<file path="config.mk">
export PLATFORM = sky130hd
export DESIGN_NAME = quadrature_encoder_accel_position_core
export DESIGN_NICKNAME = d
export VERILOG_FILES = /design/src/design/qea_pkg.sv /design/src/design/qea_div.sv /design/src/design/quadrature_encoder_accel_position_core.sv
export SDC_FILE = /design/constraint.sdc
export NUM_CORES = 2
export LEC_CHECK = 0
export BUFFER_PORTS_ARGS = -buffer_cell sky130_fd_sc_hd__buf_2
export CORE_MARGIN = 4
export CORE_UTILIZATION = 30
export CTS_CLUSTER_DIAMETER = 200
export DETAILED_ROUTE_END_ITERATION = 12
export GPL_TIMING_DRIVEN = 0
export SYNTH_ARGS = -nofsm -noshare
export SYNTH_HDL_FRONTEND = slang
export SYNTH_SLANG_ARGS = --single-unit
</file>
<file path="constraint.sdc">
create_clock -name clk -period 17.8 [get_ports clk]
set_input_delay 0 -clock clk [delete_from_list [all_inputs] [get_ports clk]]
set_output_delay 0 -clock clk [all_outputs]
set_load 0.01 [all_outputs]
</file>
<file path="src/design/qea_pkg.sv">
// Shared types and constants for the quadrature encoder position block.
// Used by the divider and the core; depends on nothing else.
`default_nettype none

package qea_pkg;

	// Configuration register indexes
	localparam logic [2:0] CFG_ENABLE   = 3'd0;
	localparam logic [2:0] CFG_STEPS    = 3'd1;
	localparam logic [2:0] CFG_MIN      = 3'd2;
	localparam logic [2:0] CFG_MAX      = 3'd3;
	localparam logic [2:0] CFG_WRAP     = 3'd4;
	localparam logic [2:0] CFG_COEF     = 3'd5;
	localparam logic [2:0] CFG_OFFSET   = 3'd6;

	// Configuration reset values
	localparam logic              RST_ENABLE = 1'b1;
	localparam logic        [7:0] RST_STEPS  = 8'd2;
	localparam logic signed [31:0] RST_MIN   = 32'sh8000_0000;
	localparam logic signed [31:0] RST_MAX   = 32'sh7FFF_FFFF;
	localparam logic              RST_WRAP   = 1'b0;
	localparam logic       [15:0] RST_COEF   = 16'd150;
	localparam logic signed [7:0] RST_OFFSET = 8'sd2;

	// 32-bit signed range, used for saturation of the raw count
	localparam logic signed [31:0] S32_MIN = 32'sh8000_0000;
	localparam logic signed [31:0] S32_MAX = 32'sh7FFF_FFFF;

	// Acceleration timing window (ms)
	localparam logic [31:0] ACCEL_LONG_MS  = 32'd200;
	localparam logic  [7:0] ACCEL_SHORT_MS = 8'd4;

	// Divider geometry: 36-bit dividend, 4 quotient bits per cycle
	localparam int DIV_W      = 36;
	localparam int DIV_BITS   = 4;
	localparam int DIV_CYCLES = DIV_W / DIV_BITS;
	localparam int DIV_CNT_W  = $clog2(DIV_CYCLES);

	localparam logic signed [1:0] DIR_NONE = 2'sd0;
	localparam logic signed [1:0] DIR_POS  = 2'sd1;

	typedef struct packed {
		logic                    start;
		logic signed [DIV_W-1:0] dividend;
		logic            [7:0]   divisor;
	} qea_div_req_t;

	typedef struct packed {
		logic                    done;
		logic signed [DIV_W-1:0] quot;
	} qea_div_rsp_t;

	typedef enum logic [3:0] {
		ST_IDLE,
		ST_CHECK,
		ST_GOT_HI,
		ST_GOT_LO,
		ST_GOT_Q0,
		ST_DISPATCH,
		ST_STEP,
		ST_ACCEL,
		ST_R2,
		ST_LIMIT,
		ST_SET_LIM,
		ST_NEWQ,
		ST_DIV,
		ST_OUT
	} qea_state_t;

	// Quadrature transition table: index is {prev_b, prev_a, b, a}
	function automatic logic signed [1:0] step_dir(input logic [3:0] idx);
		logic signed [1:0] d;
		case (idx) inside
			4'd1, 4'd7, 4'd8, 4'd14:  d = -2'sd1;
			4'd2, 4'd4, 4'd11, 4'd13: d = 2'sd1;
			default:                  d = 2'sd0;
		endcase
		return d;
	endfunction

endpackage

`default_nettype wire

</file>
<file path="src/design/qea_div.sv">
// Iterative signed-by-unsigned divider, truncating toward zero.
// Four restoring steps per cycle on an 8-bit divisor; uses qea_pkg.
`default_nettype none

module qea_div (
	input  wire                   clk,
	input  wire                   arst_n,
	input  qea_pkg::qea_div_req_t req,
	output qea_pkg::qea_div_rsp_t rsp
);

	logic                            busy_q;
	logic                            done_q;
	logic                            neg_q;
	logic [qea_pkg::DIV_CNT_W-1:0]   cnt_q;
	logic [qea_pkg::DIV_W-1:0]       num_q;
	logic [7:0]                      rem_q;
	logic [7:0]                      div_q;

	logic [qea_pkg::DIV_W-1:0]       num_v;
	logic [7:0]                      rem_v;
	logic [8:0]                      trial;
	logic [qea_pkg::DIV_W-1:0]       mag;

	// magnitude of the dividend
	assign mag = req.dividend[qea_pkg::DIV_W-1] ? qea_pkg::DIV_W'(-req.dividend)
		: qea_pkg::DIV_W'(req.dividend);

	// four shift-subtract steps per cycle
	always_comb begin
		rem_v = rem_q;
		num_v = num_q;
		trial = '0;
		for (int i = 0; i < qea_pkg::DIV_BITS; i++) begin
			trial = {rem_v, num_v[qea_pkg::DIV_W-1]};
			num_v = {num_v[qea_pkg::DIV_W-2:0], 1'b0};
			if (trial >= {1'b0, div_q}) begin
				rem_v    = 8'(trial - {1'b0, div_q});
				num_v[0] = 1'b1;
			end else begin
				rem_v = trial[7:0];
			end
		end
	end

	// control
	always_ff @(posedge clk or negedge arst_n) begin
		if (!arst_n) begin
			busy_q <= 1'b0;
			done_q <= 1'b0;
			cnt_q  <= '0;
		end else begin
			done_q <= 1'b0;
			if (req.start) begin
				busy_q <= 1'b1;
				cnt_q  <= '0;
			end else if (busy_q) begin
				if (cnt_q == qea_pkg::DIV_CNT_W'(qea_pkg::DIV_CYCLES - 1)) begin
					busy_q <= 1'b0;
					done_q <= 1'b1;
				end else begin
					cnt_q <= cnt_q + 1'b1;
				end
			end
		end
	end

	// datapath
	always_ff @(posedge clk) begin
		if (req.start) begin
			num_q <= mag;
			rem_q <= '0;
			div_q <= req.divisor;
			neg_q <= req.dividend[qea_pkg::DIV_W-1];
		end else if (busy_q) begin
			num_q <= num_v;
			rem_q <= rem_v;
		end
	end

	assign rsp.done = done_q;
	assign rsp.quot = neg_q ? -$signed(num_q) : $signed(num_q);

endmodule

`default_nettype wire

</file>
<file path="src/design/quadrature_encoder_accel_position_core.sv">
// A sample without a step or a disabled sample needs no division; a step, an
// accelerated step and a set position use the shared divider for each division.
// The first item after reset or after a write to steps, min_count or max_count
// first refreshes the cached limit quotients and the raw-count quotient on it.
// Throughput: one item at a time; the next is taken once the result is registered.
// Reset: asynchronous, active low; work and payload registers lack reset values.
// Top level of the quadrature encoder position block; uses qea_pkg and qea_div.
`default_nettype none

module quadrature_encoder_accel_position_core (
	input  wire                clk,
	input  wire                arst_n,
	// input channel
	input  wire                in_valid,
	output logic               in_stall,
	input  wire                opcode,
	input  wire                pin_a,
	input  wire                pin_b,
	input  wire         [31:0] now_ms,
	input  wire  signed [31:0] new_value,
	// result channel
	output logic               out_valid,
	input  wire                out_stall,
	output logic signed [31:0] position,
	output logic signed [31:0] change,
	output logic signed [1:0]  direction,
	// configuration channel
	input  wire                cfg_valid,
	output logic               cfg_ready,
	input  wire         [2:0]  cfg_index,
	input  wire         [31:0] cfg_data
);

	localparam int W = qea_pkg::DIV_W;

	// configuration
	logic               enable_q;
	logic        [7:0]  steps_q;
	logic signed [31:0] min_q;
	logic signed [31:0] max_q;
	logic               wrap_q;
	logic        [15:0] coef_q;
	logic signed [7:0]  offset_q;

	// decoder state
	logic        [1:0]  prev_ab_q;
	logic signed [31:0] raw_q;
	logic signed [1:0]  last_dir_q;
	logic        [31:0] last_move_q;
	logic signed [31:0] last_rep_q;

	// cached quotients
	logic               dirty_q;
	logic signed [31:0] hi_q;
	logic signed [31:0] lo_q;
	logic signed [31:0] qraw_q;

	// current item and work registers
	logic               op_q;
	logic        [1:0]  ab_q;
	logic        [31:0] now_q;
	logic signed [31:0] newv_q;
	logic signed [1:0]  dir_q;
	logic signed [40:0] r_q;
	logic signed [W-1:0] q_q;

	qea_pkg::qea_state_t   state_q, state_d, ret_q, ret_d;
	qea_pkg::qea_div_req_t div_req;
	qea_pkg::qea_div_rsp_t div_rsp;

	logic               out_valid_q;
	logic signed [31:0] pos_out_q;
	logic signed [31:0] chg_out_q;
	logic signed [1:0]  dir_out_q;

	// derived values
	logic        [7:0]  eff_s;
	logic signed [40:0] s41, min41, max41;
	logic signed [1:0]  dir_tab;
	logic signed [40:0] r_step;
	logic        [31:0] elapsed;
	logic        [7:0]  accel_div;
	logic               step_move;
	logic               accel_go;
	logic signed [40:0] r_accel;
	logic               above, below;
	logic signed [40:0] r_lim;
	logic signed [31:0] raw_sat;
	logic               reuse_q;
	logic signed [40:0] set_prod;
	logic signed [40:0] set_t1, set_t2;
	logic signed [31:0] pos_cur;
	logic               in_xfer, out_free;

	assign in_xfer  = in_valid && !in_stall;
	assign out_free = !out_valid_q || !out_stall;
	assign in_stall = (state_q != qea_pkg::ST_IDLE);
	assign cfg_ready = 1'b1;

	assign eff_s = (steps_q == 8'd0) ? 8'd1 : steps_q;
	assign s41   = 41'($signed({1'b0, eff_s}));
	assign min41 = 41'(min_q);
	assign max41 = 41'(max_q);

	// step decode and acceleration terms
	assign dir_tab   = qea_pkg::step_dir({prev_ab_q, ab_q});
	assign r_step    = 41'(raw_q) + 41'(dir_tab);
	assign elapsed   = now_q - last_move_q;
	assign accel_div = (elapsed[7:0] < qea_pkg::ACCEL_SHORT_MS) ? qea_pkg::ACCEL_SHORT_MS
		: elapsed[7:0];
	assign step_move = (div_rsp.quot != W'(qraw_q)) && (coef_q > 16'd1);
	assign accel_go  = step_move && (dir_q == last_dir_q) && (elapsed < qea_pkg::ACCEL_LONG_MS);
	assign r_accel   = (dir_q == qea_pkg::DIR_POS) ? r_q + 41'(div_rsp.quot)
		: r_q - 41'(div_rsp.quot);

	// limit handling on the stepped raw count
	assign above = q_q > W'(hi_q);
	assign below = q_q < W'(lo_q);
	always_comb begin
		if (above) begin
			r_lim = wrap_q ? min41 - (max41 + s41 - r_q) : max41;
		end else if (below) begin
			r_lim = wrap_q ? max41 + max41 + min41 + s41 : min41;
		end else begin
			r_lim = r_q;
		end
		if (r_lim > 41'(qea_pkg::S32_MAX)) begin
			raw_sat = qea_pkg::S32_MAX;
		end else if (r_lim < 41'(qea_pkg::S32_MIN)) begin
			raw_sat = qea_pkg::S32_MIN;
		end else begin
			raw_sat = r_lim[31:0];
		end
	end
	assign reuse_q = (41'(raw_sat) == r_q);

	// set position: load and limit
	assign set_prod = 41'(newv_q) * s41 + 41'(offset_q);
	assign set_t1 = (r_q > max41) ? (wrap_q ? min41 : max41) : r_q;
	assign set_t2 = (set_t1 < min41) ? (wrap_q ? max41 : min41) : set_t1;

	// reported position, clamped to the limit quotients
	assign pos_cur = (qraw_q > hi_q) ? hi_q : (qraw_q < lo_q) ? lo_q : qraw_q;

	qea_div u_div (
		.clk    (clk),
		.arst_n (arst_n),
		.req    (div_req),
		.rsp    (div_rsp)
	);

	// next state
	always_comb begin
		state_d = state_q;
		case (state_q)
			qea_pkg::ST_IDLE:     if (in_xfer) state_d = qea_pkg::ST_CHECK;
			qea_pkg::ST_CHECK:    state_d = dirty_q ? qea_pkg::ST_DIV : qea_pkg::ST_DISPATCH;
			qea_pkg::ST_GOT_HI:   state_d = qea_pkg::ST_DIV;
			qea_pkg::ST_GOT_LO:   state_d = qea_pkg::ST_DIV;
			qea_pkg::ST_GOT_Q0:   state_d = qea_pkg::ST_DISPATCH;
			qea_pkg::ST_DISPATCH: begin
				if (op_q) begin
					state_d = qea_pkg::ST_SET_LIM;
				end else if (enable_q && (dir_tab != qea_pkg::DIR_NONE)) begin
					state_d = qea_pkg::ST_DIV;
				end else begin
					state_d = qea_pkg::ST_OUT;
				end
			end
			qea_pkg::ST_STEP:     state_d = accel_go ? qea_pkg::ST_DIV : qea_pkg::ST_LIMIT;
			qea_pkg::ST_ACCEL:    state_d = qea_pkg::ST_DIV;
			qea_pkg::ST_R2:       state_d = qea_pkg::ST_LIMIT;
			qea_pkg::ST_LIMIT:    state_d = reuse_q ? qea_pkg::ST_OUT : qea_pkg::ST_DIV;
			qea_pkg::ST_SET_LIM:  state_d = qea_pkg::ST_DIV;
			qea_pkg::ST_NEWQ:     state_d = qea_pkg::ST_OUT;
			qea_pkg::ST_DIV:      if (div_rsp.done) state_d = ret_q;
			qea_pkg::ST_OUT:      if (out_free) state_d = qea_pkg::ST_IDLE;
			default:              state_d = qea_pkg::ST_IDLE;
		endcase
	end

	// divider requests and return points
	always_comb begin
		div_req.start    = 1'b0;
		div_req.dividend = '0;
		div_req.divisor  = eff_s;
		ret_d            = ret_q;
		case (state_q)
			qea_pkg::ST_CHECK: begin
				div_req.start    = dirty_q;
				div_req.dividend = W'(max_q);
				ret_d            = qea_pkg::ST_GOT_HI;
			end
			qea_pkg::ST_GOT_HI: begin
				div_req.start    = 1'b1;
				div_req.dividend = W'(min_q);
				ret_d            = qea_pkg::ST_GOT_LO;
			end
			qea_pkg::ST_GOT_LO: begin
				div_req.start    = 1'b1;
				div_req.dividend = W'(raw_q);
				ret_d            = qea_pkg::ST_GOT_Q0;
			end
			qea_pkg::ST_DISPATCH: begin
				div_req.start    = !op_q && enable_q && (dir_tab != qea_pkg::DIR_NONE);
				div_req.dividend = r_step[W-1:0];
				ret_d            = qea_pkg::ST_STEP;
			end
			qea_pkg::ST_STEP: begin
				div_req.start    = accel_go;
				div_req.dividend = W'($signed({1'b0, coef_q}));
				div_req.divisor  = accel_div;
				ret_d            = qea_pkg::ST_ACCEL;
			end
			qea_pkg::ST_ACCEL: begin
				div_req.start    = 1'b1;
				div_req.dividend = r_accel[W-1:0];
				ret_d            = qea_pkg::ST_R2;
			end
			qea_pkg::ST_LIMIT: begin
				div_req.start    = !reuse_q;
				div_req.dividend = W'(raw_sat);
				ret_d            = qea_pkg::ST_NEWQ;
			end
			qea_pkg::ST_SET_LIM: begin
				div_req.start    = 1'b1;
				div_req.dividend = W'($signed(set_t2[31:0]));
				ret_d            = qea_pkg::ST_NEWQ;
			end
			default: begin
				div_req.start = 1'b0;
			end
		endcase
	end

	// sequencer state
	always_ff @(posedge clk or negedge arst_n) begin
		if (!arst_n) begin
			state_q <= qea_pkg::ST_IDLE;
			ret_q   <= qea_pkg::ST_IDLE;
		end else begin
			state_q <= state_d;
			if (div_req.start) ret_q <= ret_d;
		end
	end

	// configuration registers and decoder state
	always_ff @(posedge clk or negedge arst_n) begin
		if (!arst_n) begin
			enable_q    <= qea_pkg::RST_ENABLE;
			steps_q     <= qea_pkg::RST_STEPS;
			min_q       <= qea_pkg::RST_MIN;
			max_q       <= qea_pkg::RST_MAX;
			wrap_q      <= qea_pkg::RST_WRAP;
			coef_q      <= qea_pkg::RST_COEF;
			offset_q    <= qea_pkg::RST_OFFSET;
			prev_ab_q   <= '0;
			raw_q       <= '0;
			last_dir_q  <= qea_pkg::DIR_NONE;
			last_move_q <= '0;
			last_rep_q  <= '0;
			dirty_q     <= 1'b1;
			hi_q        <= '0;
			lo_q        <= '0;
			qraw_q      <= '0;
			out_valid_q <= 1'b0;
		end else begin
			// register writes; steps and limits invalidate the cached quotients
			if (cfg_valid && cfg_ready) begin
				case (cfg_index)
					qea_pkg::CFG_ENABLE: enable_q <= cfg_data[0];
					qea_pkg::CFG_STEPS: begin
						steps_q <= cfg_data[7:0];
						dirty_q <= 1'b1;
					end
					qea_pkg::CFG_MIN: begin
						min_q   <= $signed(cfg_data);
						dirty_q <= 1'b1;
					end
					qea_pkg::CFG_MAX: begin
						max_q   <= $signed(cfg_data);
						dirty_q <= 1'b1;
					end
					qea_pkg::CFG_WRAP:   wrap_q   <= cfg_data[0];
					qea_pkg::CFG_COEF:   coef_q   <= cfg_data[15:0];
					qea_pkg::CFG_OFFSET: offset_q <= $signed(cfg_data[7:0]);
					default: ;
				endcase
			end

			if (out_valid_q && !out_stall) out_valid_q <= 1'b0;

			case (state_q)
				qea_pkg::ST_GOT_HI: hi_q <= div_rsp.quot[31:0];
				qea_pkg::ST_GOT_LO: lo_q <= div_rsp.quot[31:0];
				qea_pkg::ST_GOT_Q0: begin
					qraw_q  <= div_rsp.quot[31:0];
					dirty_q <= 1'b0;
				end
				qea_pkg::ST_DISPATCH: begin
					if (!op_q && enable_q) prev_ab_q <= ab_q;
				end
				qea_pkg::ST_STEP: begin
					if (step_move) begin
						last_move_q <= now_q;
						last_dir_q  <= dir_q;
					end
				end
				qea_pkg::ST_LIMIT: begin
					raw_q <= raw_sat;
					if (reuse_q) qraw_q <= q_q[31:0];
				end
				qea_pkg::ST_SET_LIM: raw_q <= set_t2[31:0];
				qea_pkg::ST_NEWQ: qraw_q <= div_rsp.quot[31:0];
				qea_pkg::ST_OUT: begin
					if (out_free) begin
						out_valid_q <= 1'b1;
						last_rep_q  <= pos_cur;
					end
				end
				default: ;
			endcase
		end
	end

	// item capture, work registers and result payload
	always_ff @(posedge clk) begin
		if (in_xfer) begin
			op_q   <= opcode;
			ab_q   <= {pin_b, pin_a};
			now_q  <= now_ms;
			newv_q <= new_value;
		end
		case (state_q)
			qea_pkg::ST_DISPATCH: begin
				if (op_q) begin
					r_q   <= set_prod;
					dir_q <= qea_pkg::DIR_NONE;
				end else if (enable_q) begin
					r_q   <= r_step;
					dir_q <= dir_tab;
				end else begin
					dir_q <= qea_pkg::DIR_NONE;
				end
			end
			qea_pkg::ST_STEP:   q_q <= div_rsp.quot;
			qea_pkg::ST_ACCEL:  r_q <= r_accel;
			qea_pkg::ST_R2:     q_q <= div_rsp.quot;
			qea_pkg::ST_OUT: begin
				if (out_free) begin
					pos_out_q <= pos_cur;
					chg_out_q <= op_q ? 32'sd0 : pos_cur - last_rep_q;
					dir_out_q <= dir_q;
				end
			end
			default: ;
		endcase
	end

	assign out_valid = out_valid_q;
	assign position  = pos_out_q;
	assign change    = chg_out_q;
	assign direction = dir_out_q;

endmodule

`default_nettype wire

</file>
# ---- Word-level counts from Yosys, hierarchy flattened
# Cells that the tools add are included.
dict set report totals {
  register_bits 575
  out_inout_bits 69
  in_bits 107
}
dict set report classes {
  n_eq_ne 38
  n_mux 63
  addsub 19
  bitwise 1
  reduce_logical 50
  order_cmp 15
  n_mul 1
}
# op n
set ops {}
lappend ops {{$mux W41} 9}
lappend ops {{$pmux W36 S8} 1}
lappend ops {{$mux W32} 7}
lappend ops {{$mux W36} 4}
lappend ops {{$pmux W32 S2} 2}
lappend ops {{$pmux W41 S2} 1}
lappend ops {{$neg A36 Y36} 2}
lappend ops {{$sub A32 B32 Y32} 2}
lappend ops {{$mux W8} 7}
lappend ops {{$eq A4 B4 Y1 const B} 11}
lappend ops {{$pmux W4 S11} 1}
lappend ops {{$add A41 B36 Y41} 1}
lappend ops {{$add A41 B8 Y41} 1}
lappend ops {{$eq A32 B41 Y1} 1}
lappend ops {{$gt A41 B32 Y1} 1}
lappend ops {{$gt A41 B32 Y1 const B} 1}
lappend ops {{$lt A41 B32 Y1} 1}
lappend ops {{$lt A41 B32 Y1 const B} 1}
lappend ops {{$mul A32 B9 Y41} 1}
lappend ops {{$sub A32 B41 Y41} 1}
lappend ops {{$sub A33 B41 Y41} 1}
lappend ops {{$sub A41 B36 Y41} 1}
lappend ops {{$ge A9 B8 Y1} 4}
lappend ops {{$gt A36 B32 Y1} 1}
lappend ops {{46 further kinds} 124}

# ---- Depth between registers and ports, before layout
dict set report depth {
  ltp_word 15
  depth_mapped 50
  mapped_depth_nobuf 48
}

# ---- Cells and area by module
# Synthesis repeated with hierarchy kept, for this count alone.
dict set report hier_totals {
  hier_cells 6730
  area_unflattened_um2 58646.2
}
# module cells_per_inst area_per_inst_um2 seq_area_each_um2 instances
set by_module_without_submodules {}
lappend by_module_without_submodules {quadrature_encoder_accel_position_core 6115 53188.5 14023.4 1}
lappend by_module_without_submodules {qea_div 615 5457.7 1661.6 1}

# ---- Worst setup path after synthesis
# Ideal clock, no wire load.
dict set report synth_path {
  kind {register -> register}
  start {register u_div.div_q[1]}
  end {register u_div.rem_q[2]}
  slack_ns 7.847
  period_less_slack_ns 9.953
  path_buffers 3
  path_stages_with_launch 51
  required_time_ns 17.685
  arrival_time_ns 9.838
  cell_sequence {edfxtp_1 -> inv_1 -> ha_1 -> nor2b_1 -> o21ai_0 -> a21boi_0 -> o21ai_0 -> a21boi_0 -> o21ai_0 -> inv_1 -> o21ai_0 -> nor2b_1 -> clkbuf_1 -> mux2_2 -> ha_1 -> inv_1 -> o21ai_0 -> and2_1 -> [... 15 more ...] -> o21ai_0 -> a21oi_1 -> o211a_1 -> clkbuf_1 -> mux2i_1 -> ha_1 -> a21o_1 -> a21o_1 -> a21o_1 -> a21o_1 -> a21o_1 -> a21oi_1 -> o21ai_0 -> a21oi_1 -> nand2_1 -> mux2i_1 -> o21ai_0 -> and2_1}
}
dict set report synth_between {
  elab_chain_len 8
}
# element line_no
set synth_rtl {}
lappend synth_rtl {{from (decl)} qea_div.sv:18} ;# logic [7:0] div_q;
lappend synth_rtl {{from (signal assigned)} qea_div.sv:73} ;# div_q <= req.divisor;
lappend synth_rtl {{$sub A8 B8 Y8 or $ge A9 B8 Y1 (tied branches)} {qea_div.sv:38, qea_div.sv:37}}
lappend synth_rtl {{$mux W8} qea_div.sv:37} ;# if (trial >= {1'b0, div_q}) begin
lappend synth_rtl {{$sub A8 B8 Y8 or $ge A9 B8 Y1 (tied branches)} {qea_div.sv:38, qea_div.sv:37}}
lappend synth_rtl {{$mux W8} qea_div.sv:37}
lappend synth_rtl {{$ge A9 B8 Y1 or $sub A8 B8 Y8 (tied branches)} {qea_div.sv:37, qea_div.sv:38}}
lappend synth_rtl {{$mux W8} qea_div.sv:37}
lappend synth_rtl {{$sub A8 B8 Y8 or $ge A9 B8 Y1 (tied branches)} {qea_div.sv:38, qea_div.sv:37}}
lappend synth_rtl {{$mux W8 *} qea_div.sv:37}
lappend synth_rtl {{to (signal assigned)} qea_div.sv:77} ;# rem_q <= rem_v;
lappend synth_rtl {{to (decl)} qea_div.sv:17} ;# logic [7:0] rem_q;
# Mark *: on every way between the ends. The rest lies on a longest branch, timed or not.
# A chain may end at the register's enable or synchronous reset.

# ---- Worst setup path after layout
dict set report layout_path {
  start {register max_q[31]}
  end {register u_div.num_q[31] (netlist name) (data pin)}
}
dict set report layout_between {
  elab_chain_len 13
}
# element line_no
set layout_rtl {}
lappend layout_rtl {{from (decl)} quadrature_encoder_accel_position_core.sv:40} ;# logic signed [31:0] max_q;
lappend layout_rtl {{from (signal assigned)} quadrature_encoder_accel_position_core.sv:253} ;# max_q <= qea_pkg::RST_MAX;
lappend layout_rtl {{from (signal assigned)} quadrature_encoder_accel_position_core.sv:281} ;# max_q <= $signed(cfg_data);
lappend layout_rtl {{$add A32 B32 Y33} quadrature_encoder_accel_position_core.sv:123} ;# r_lim = wrap_q ? max41 + max41 + min41 + s41 : min41;
lappend layout_rtl {{$add A33 B32 Y34} quadrature_encoder_accel_position_core.sv:123}
lappend layout_rtl {{$add A34 B9 Y35} quadrature_encoder_accel_position_core.sv:123}
lappend layout_rtl {{$mux W41} quadrature_encoder_accel_position_core.sv:123}
lappend layout_rtl {{$mux W41} quadrature_encoder_accel_position_core.sv:122} ;# end else if (below) begin
lappend layout_rtl {{$mux W41} quadrature_encoder_accel_position_core.sv:120} ;# if (above) begin
lappend layout_rtl {{$lt A41 B32 Y1} quadrature_encoder_accel_position_core.sv:129} ;# end else if (r_lim < 41'(qea_pkg::S32_MIN)) begin
lappend layout_rtl {{$mux W32} quadrature_encoder_accel_position_core.sv:129}
lappend layout_rtl {{$mux W32} quadrature_encoder_accel_position_core.sv:127} ;# if (r_lim > 41'(qea_pkg::S32_MAX)) begin
lappend layout_rtl {{$pmux W36 S8 or $eq A32 B41 Y1 (tied branches)} {quadrature_encoder_accel_position_core.sv:188, quadrature_encoder_accel_position_core.sv:135}}
lappend layout_rtl {{$neg A36 Y36 or $logic_not A1 Y1 (tied branches)} {qea_div.sv:26, quadrature_encoder_accel_position_core.sv:221}}
lappend layout_rtl {{$mux W36 or $pmux W1 S5 (tied branches)} {qea_div.sv:26, quadrature_encoder_accel_position_core.sv:188}}
lappend layout_rtl {{$mux W36 *} qea_div.sv:70} ;# if (req.start) begin
lappend layout_rtl {{to (signal assigned)} qea_div.sv:71} ;# num_q <= mag;
lappend layout_rtl {{to (signal assigned)} qea_div.sv:76} ;# num_q <= num_v;
lappend layout_rtl {{to (decl)} qea_div.sv:16} ;# logic [qea_pkg::DIV_W-1:0] num_q;
# Marks and branches as above.

==> flow_summary.ini <==
[outcome]
outcome = finished, violations left
violations = capacitance limit, slew limit

[critical_path]
cp_common_cell = clkbuf_1
crit_end = u_div.num_q[31]
critPathLaunchType = flip-flop
path_class = reg -> reg
end_kind = flip-flop
cp_slowest_cell = nor4_1
r2r-end = u_div.num_q[31]
r2r.worst_path.cells = 31
cp-startpoint = max_q[31]
required_ns = 18.27
rrSetupSlack_ns = 2.29
reg2reg_from = max_q[31]
cpPeakStageDelay_ns = 1.19
arrival_ns = 15.98
cp_max_fo = 14

[timing]
post-route-min-period_ns = 15.51
clock_skew_ns = 0.05785
fmax_mhz = 64.47
tns_ns = 0
slew_headroom_pct = -5.522
final-hold-violation-count = 0
setup_slack_ns = 2.289
setup_violations = 0
grt_setup_unrepaired = false
slew_viol_final = 6
worst_pin_slew_ns = 1.571
period_share_pct = 87.14

[floorplan]
die-area_um2 = 205600
rows = 163
die_h_um = 453.4
start_util_pct = 30.18
core_um2 = 197200
pin_count = 176
fp.dieW_um = 453.4

[cts]
cts_tree = built
clock-sinks = 575
ctsResizeCount = 0
clk_pin_slew_ns = 0.06
cts_max_path_buffers = 3
htreeDepth = 3
insertion_delay_ns = 0.75
root_buffer = clkbuf_16
cts_buffers = 76

[synthesis]
syn_area_um2 = 59510
yosysWarnings = 0
syn_inst = 6749
ys_async_sr_fraction_pct = 53.91
syn_avg_cell_area_um2 = 8.818
synth-seq-cells = 575
syn_nets = 7754
ys.flop_type = dfrtp_1
seq_area_frac_synth_pct = 26.36
synth_cell_type_count = 100
synth_edf_count = 257

[routing]
drtAntennaViolNets = 0
wirelength_um = 241800
vias = 55390
firstDrtPassIters = 9
wl_per_cell_um = 24.45
drc = 0
via_per_inst = 5.601
drt_iter0_markers = 5816

[global_routing]
overflow = 0
antenna_found_initial = 9
grt_max_degree = 97
track_usage_pct = 22.91
grt_pass1_vias = 53920
grt_pass1_wl_um = 354500

[placed_design]
port_buffers = 172
detailedPlacementHpwl_um = 195100
dpl_cell_area_um2 = 63980
place_congestion = 1.049
post-place-ws_ns = 3.113

[cells_and_area]
layout_commonest_cell = inv_1
multi_input_area_um2 = 40280
postLayoutCellArea_um2 = 68300
final_layout_size_suffix_gt1_share_pct = 8.251
final_cell_mix = inv_1 (670), nand2_1 (662), ha_1 (608), a21oi_1 (508), nor2_1 (480)
fin_util_pct = 34.63
register_area_um2 = 15690
nNetsFinal = 8190
area_delta_synth_final_pct = 14.76
nFillCells = 20410

[power_and_ir_drop]
ir_drop_uv = 284.8
power_density_nw_per_um2 = 158.2
switching_share_pct = 53.94
switching_power_mw = 5.828
p_int_mw = 4.977
seq_power_share_pct = 15.5
p_leak_nw = 30.04
clkPwrFrac_pct = 14.7
total_power_mw = 10.80
p_comb_share_pct = 69.8

[hold_path]
hp-class = in -> reg

[flow_run]
drv_cap = 2
cells by family (layout without fill, tap and decap cells):
| logic type | after synthesis | count (layout) | synth area share [%] |
|---|---|---|---|
| AO/OA/AOI/OAI | 1753 | 1753 | 19.20 |
| adder cells (fa/ha/maj) | 898 | 898 | 22.54 |
| other | 1 | 3 | 0.006301 |
| multiplexers | 299 | 299 | 5.399 |
| AND/OR/NAND/NOR | 1945 | 1945 | 15.48 |
| flip-flops | 575 | 575 | 26.36 |
| buffers and inverters | 940 | 1439 | 6.028 |
| XOR/XNOR | 338 | 338 | 4.997 |
worst min path at each step:
stage	slack [ns]	end	depth (start not counted)	start
2_1_floorplan	-0.30	coef_q[0]	0	arst_n
3_3_place_gp	0.18	newv_q[4]	1	new_value[4]
3_5_place_dp	0.04	coef_q[14]	1	arst_n
4_1_cts	0.002	min_q[31]	4	cfg_data[31]
5_1_grt	0.04	max_q[16]	3	cfg_data[16]
6_report	0.04	min_q[31]	4	cfg_data[31]
metrics by stage:
stage,instances,hold WS (ns)
2_1_floorplan,6749,-0.2956
3_3_place_gp,9561,0.1765
3_5_place_dp,9572,0.03968
4_1_cts,9888,0.001978
5_1_grt,9889,0.04136
6_report,9890,0.04468
power groups by stage:
stage	Sequential, mW	Clock [mW]	Combinational (mW)
after floorplan	1.62	0	4.59
after global placement	1.70	0	7.08
after detailed placement	1.69	0	7.16
after CTS	1.67	1.63	7.24
after global routing	1.67	1.69	8.07
final	1.67	1.59	7.54
sequential cells by signal, indices dropped and copies added, names as in the netlist, 8 cells and up:
name,count
r_q,41
q_q,36
u_div.num_q,36
change,32
hi_q,32
last_move_q,32
last_rep_q,32
lo_q,32
max_q,32
min_q,32
newv_q,32
now_q,32
position,32
qraw_q,32
raw_q,32
coef_q,16
offset_q,8
steps_q,8
u_div.div_q,8
u_div.rem_q,8
synthesized netlist by cell type, types with 19 or more instances:
library cell,count,area (um2)
o21ai_0,376,1882
nor2_1,481,1805
nor3_1,97,485.5
a31oi_1,53,331.6
clkbuf_1,197,739.5
a22oi_1,42,315.3
a21boi_0,29,217.7
ha_1,608,7607
o31ai_1,38,285.3
mux2i_1,123,1231
nand3_1,127,635.6
nand2b_1,60,375.4
and3_1,45,281.5
o2111ai_1,21,183.9
nand2_1,662,2485
nor2b_1,44,275.3
edfxtp_1,257,7717
o41ai_1,19,166.4
or4_1,19,142.6
a211oi_1,86,645.6
a21o_1,136,1021
and2_1,127,794.5
nor4_1,41,256.5
dfrtp_1,270,6756
o211ai_1,63,473.0
or2_2,27,168.9
o21a_1,54,405.4
buf_1,43,161.4
dfstp_2,40,1051
a21oi_1,508,2542
a211o_1,26,227.7
mux2_2,164,1847
o21bai_1,43,322.8
xor2_1,134,1174
or3_1,36,225.2
fa_1,290,5806
buf_2,20,100.1
inv_1,670,2515
o22ai_1,19,118.9
xnor2_1,203,1778
a221o_1,37,370.4
nand4_1,107,669.4
layer usage:
| layer | share of wire [%] | global-route usage (%) |
|---|---|---|
| met5 | 0 | 0 |
| met4 | 7.0 | 13.29 |
| met3 | 7.6 | 3.625 |
| met2 | 43 | 35.67 |
| met1 | 42 | 30.13 |
area by class of cell:
type                    count  share of cell area, %
clock inverters            36                 0.6394
flip-flops and latches    575                  22.97
repair buffers            358                  4.230
clock buffers             105                  3.076
plain buffers             266                  1.554
inverters                 674                  3.704
multi-input cells        5234                  58.99
diodes                      2               0.007328
well taps                2640                  4.836
worst max-delay path: cells and delay by family, from the launching register on:
kind                     cells  cell delay, ns
flip-flops                   1            0.65
AND/OR/NAND/NOR              9            4.36
adder cells (fa/ha/maj)      2            0.78
multiplexers                 2            0.84
AO/OA/AOI/OAI                9            3.83
buffers and inverters        8            4.56
XOR/XNOR                     1            0.18
what timing repair did:
item,in CTS,in global routing
hold buffers,175,0
buffers inserted,0,0
endpoints found under the setup margin,0,0
endpoints found under the hold margin,397,0
Note: power is estimated with default switching activity, not from simulation.
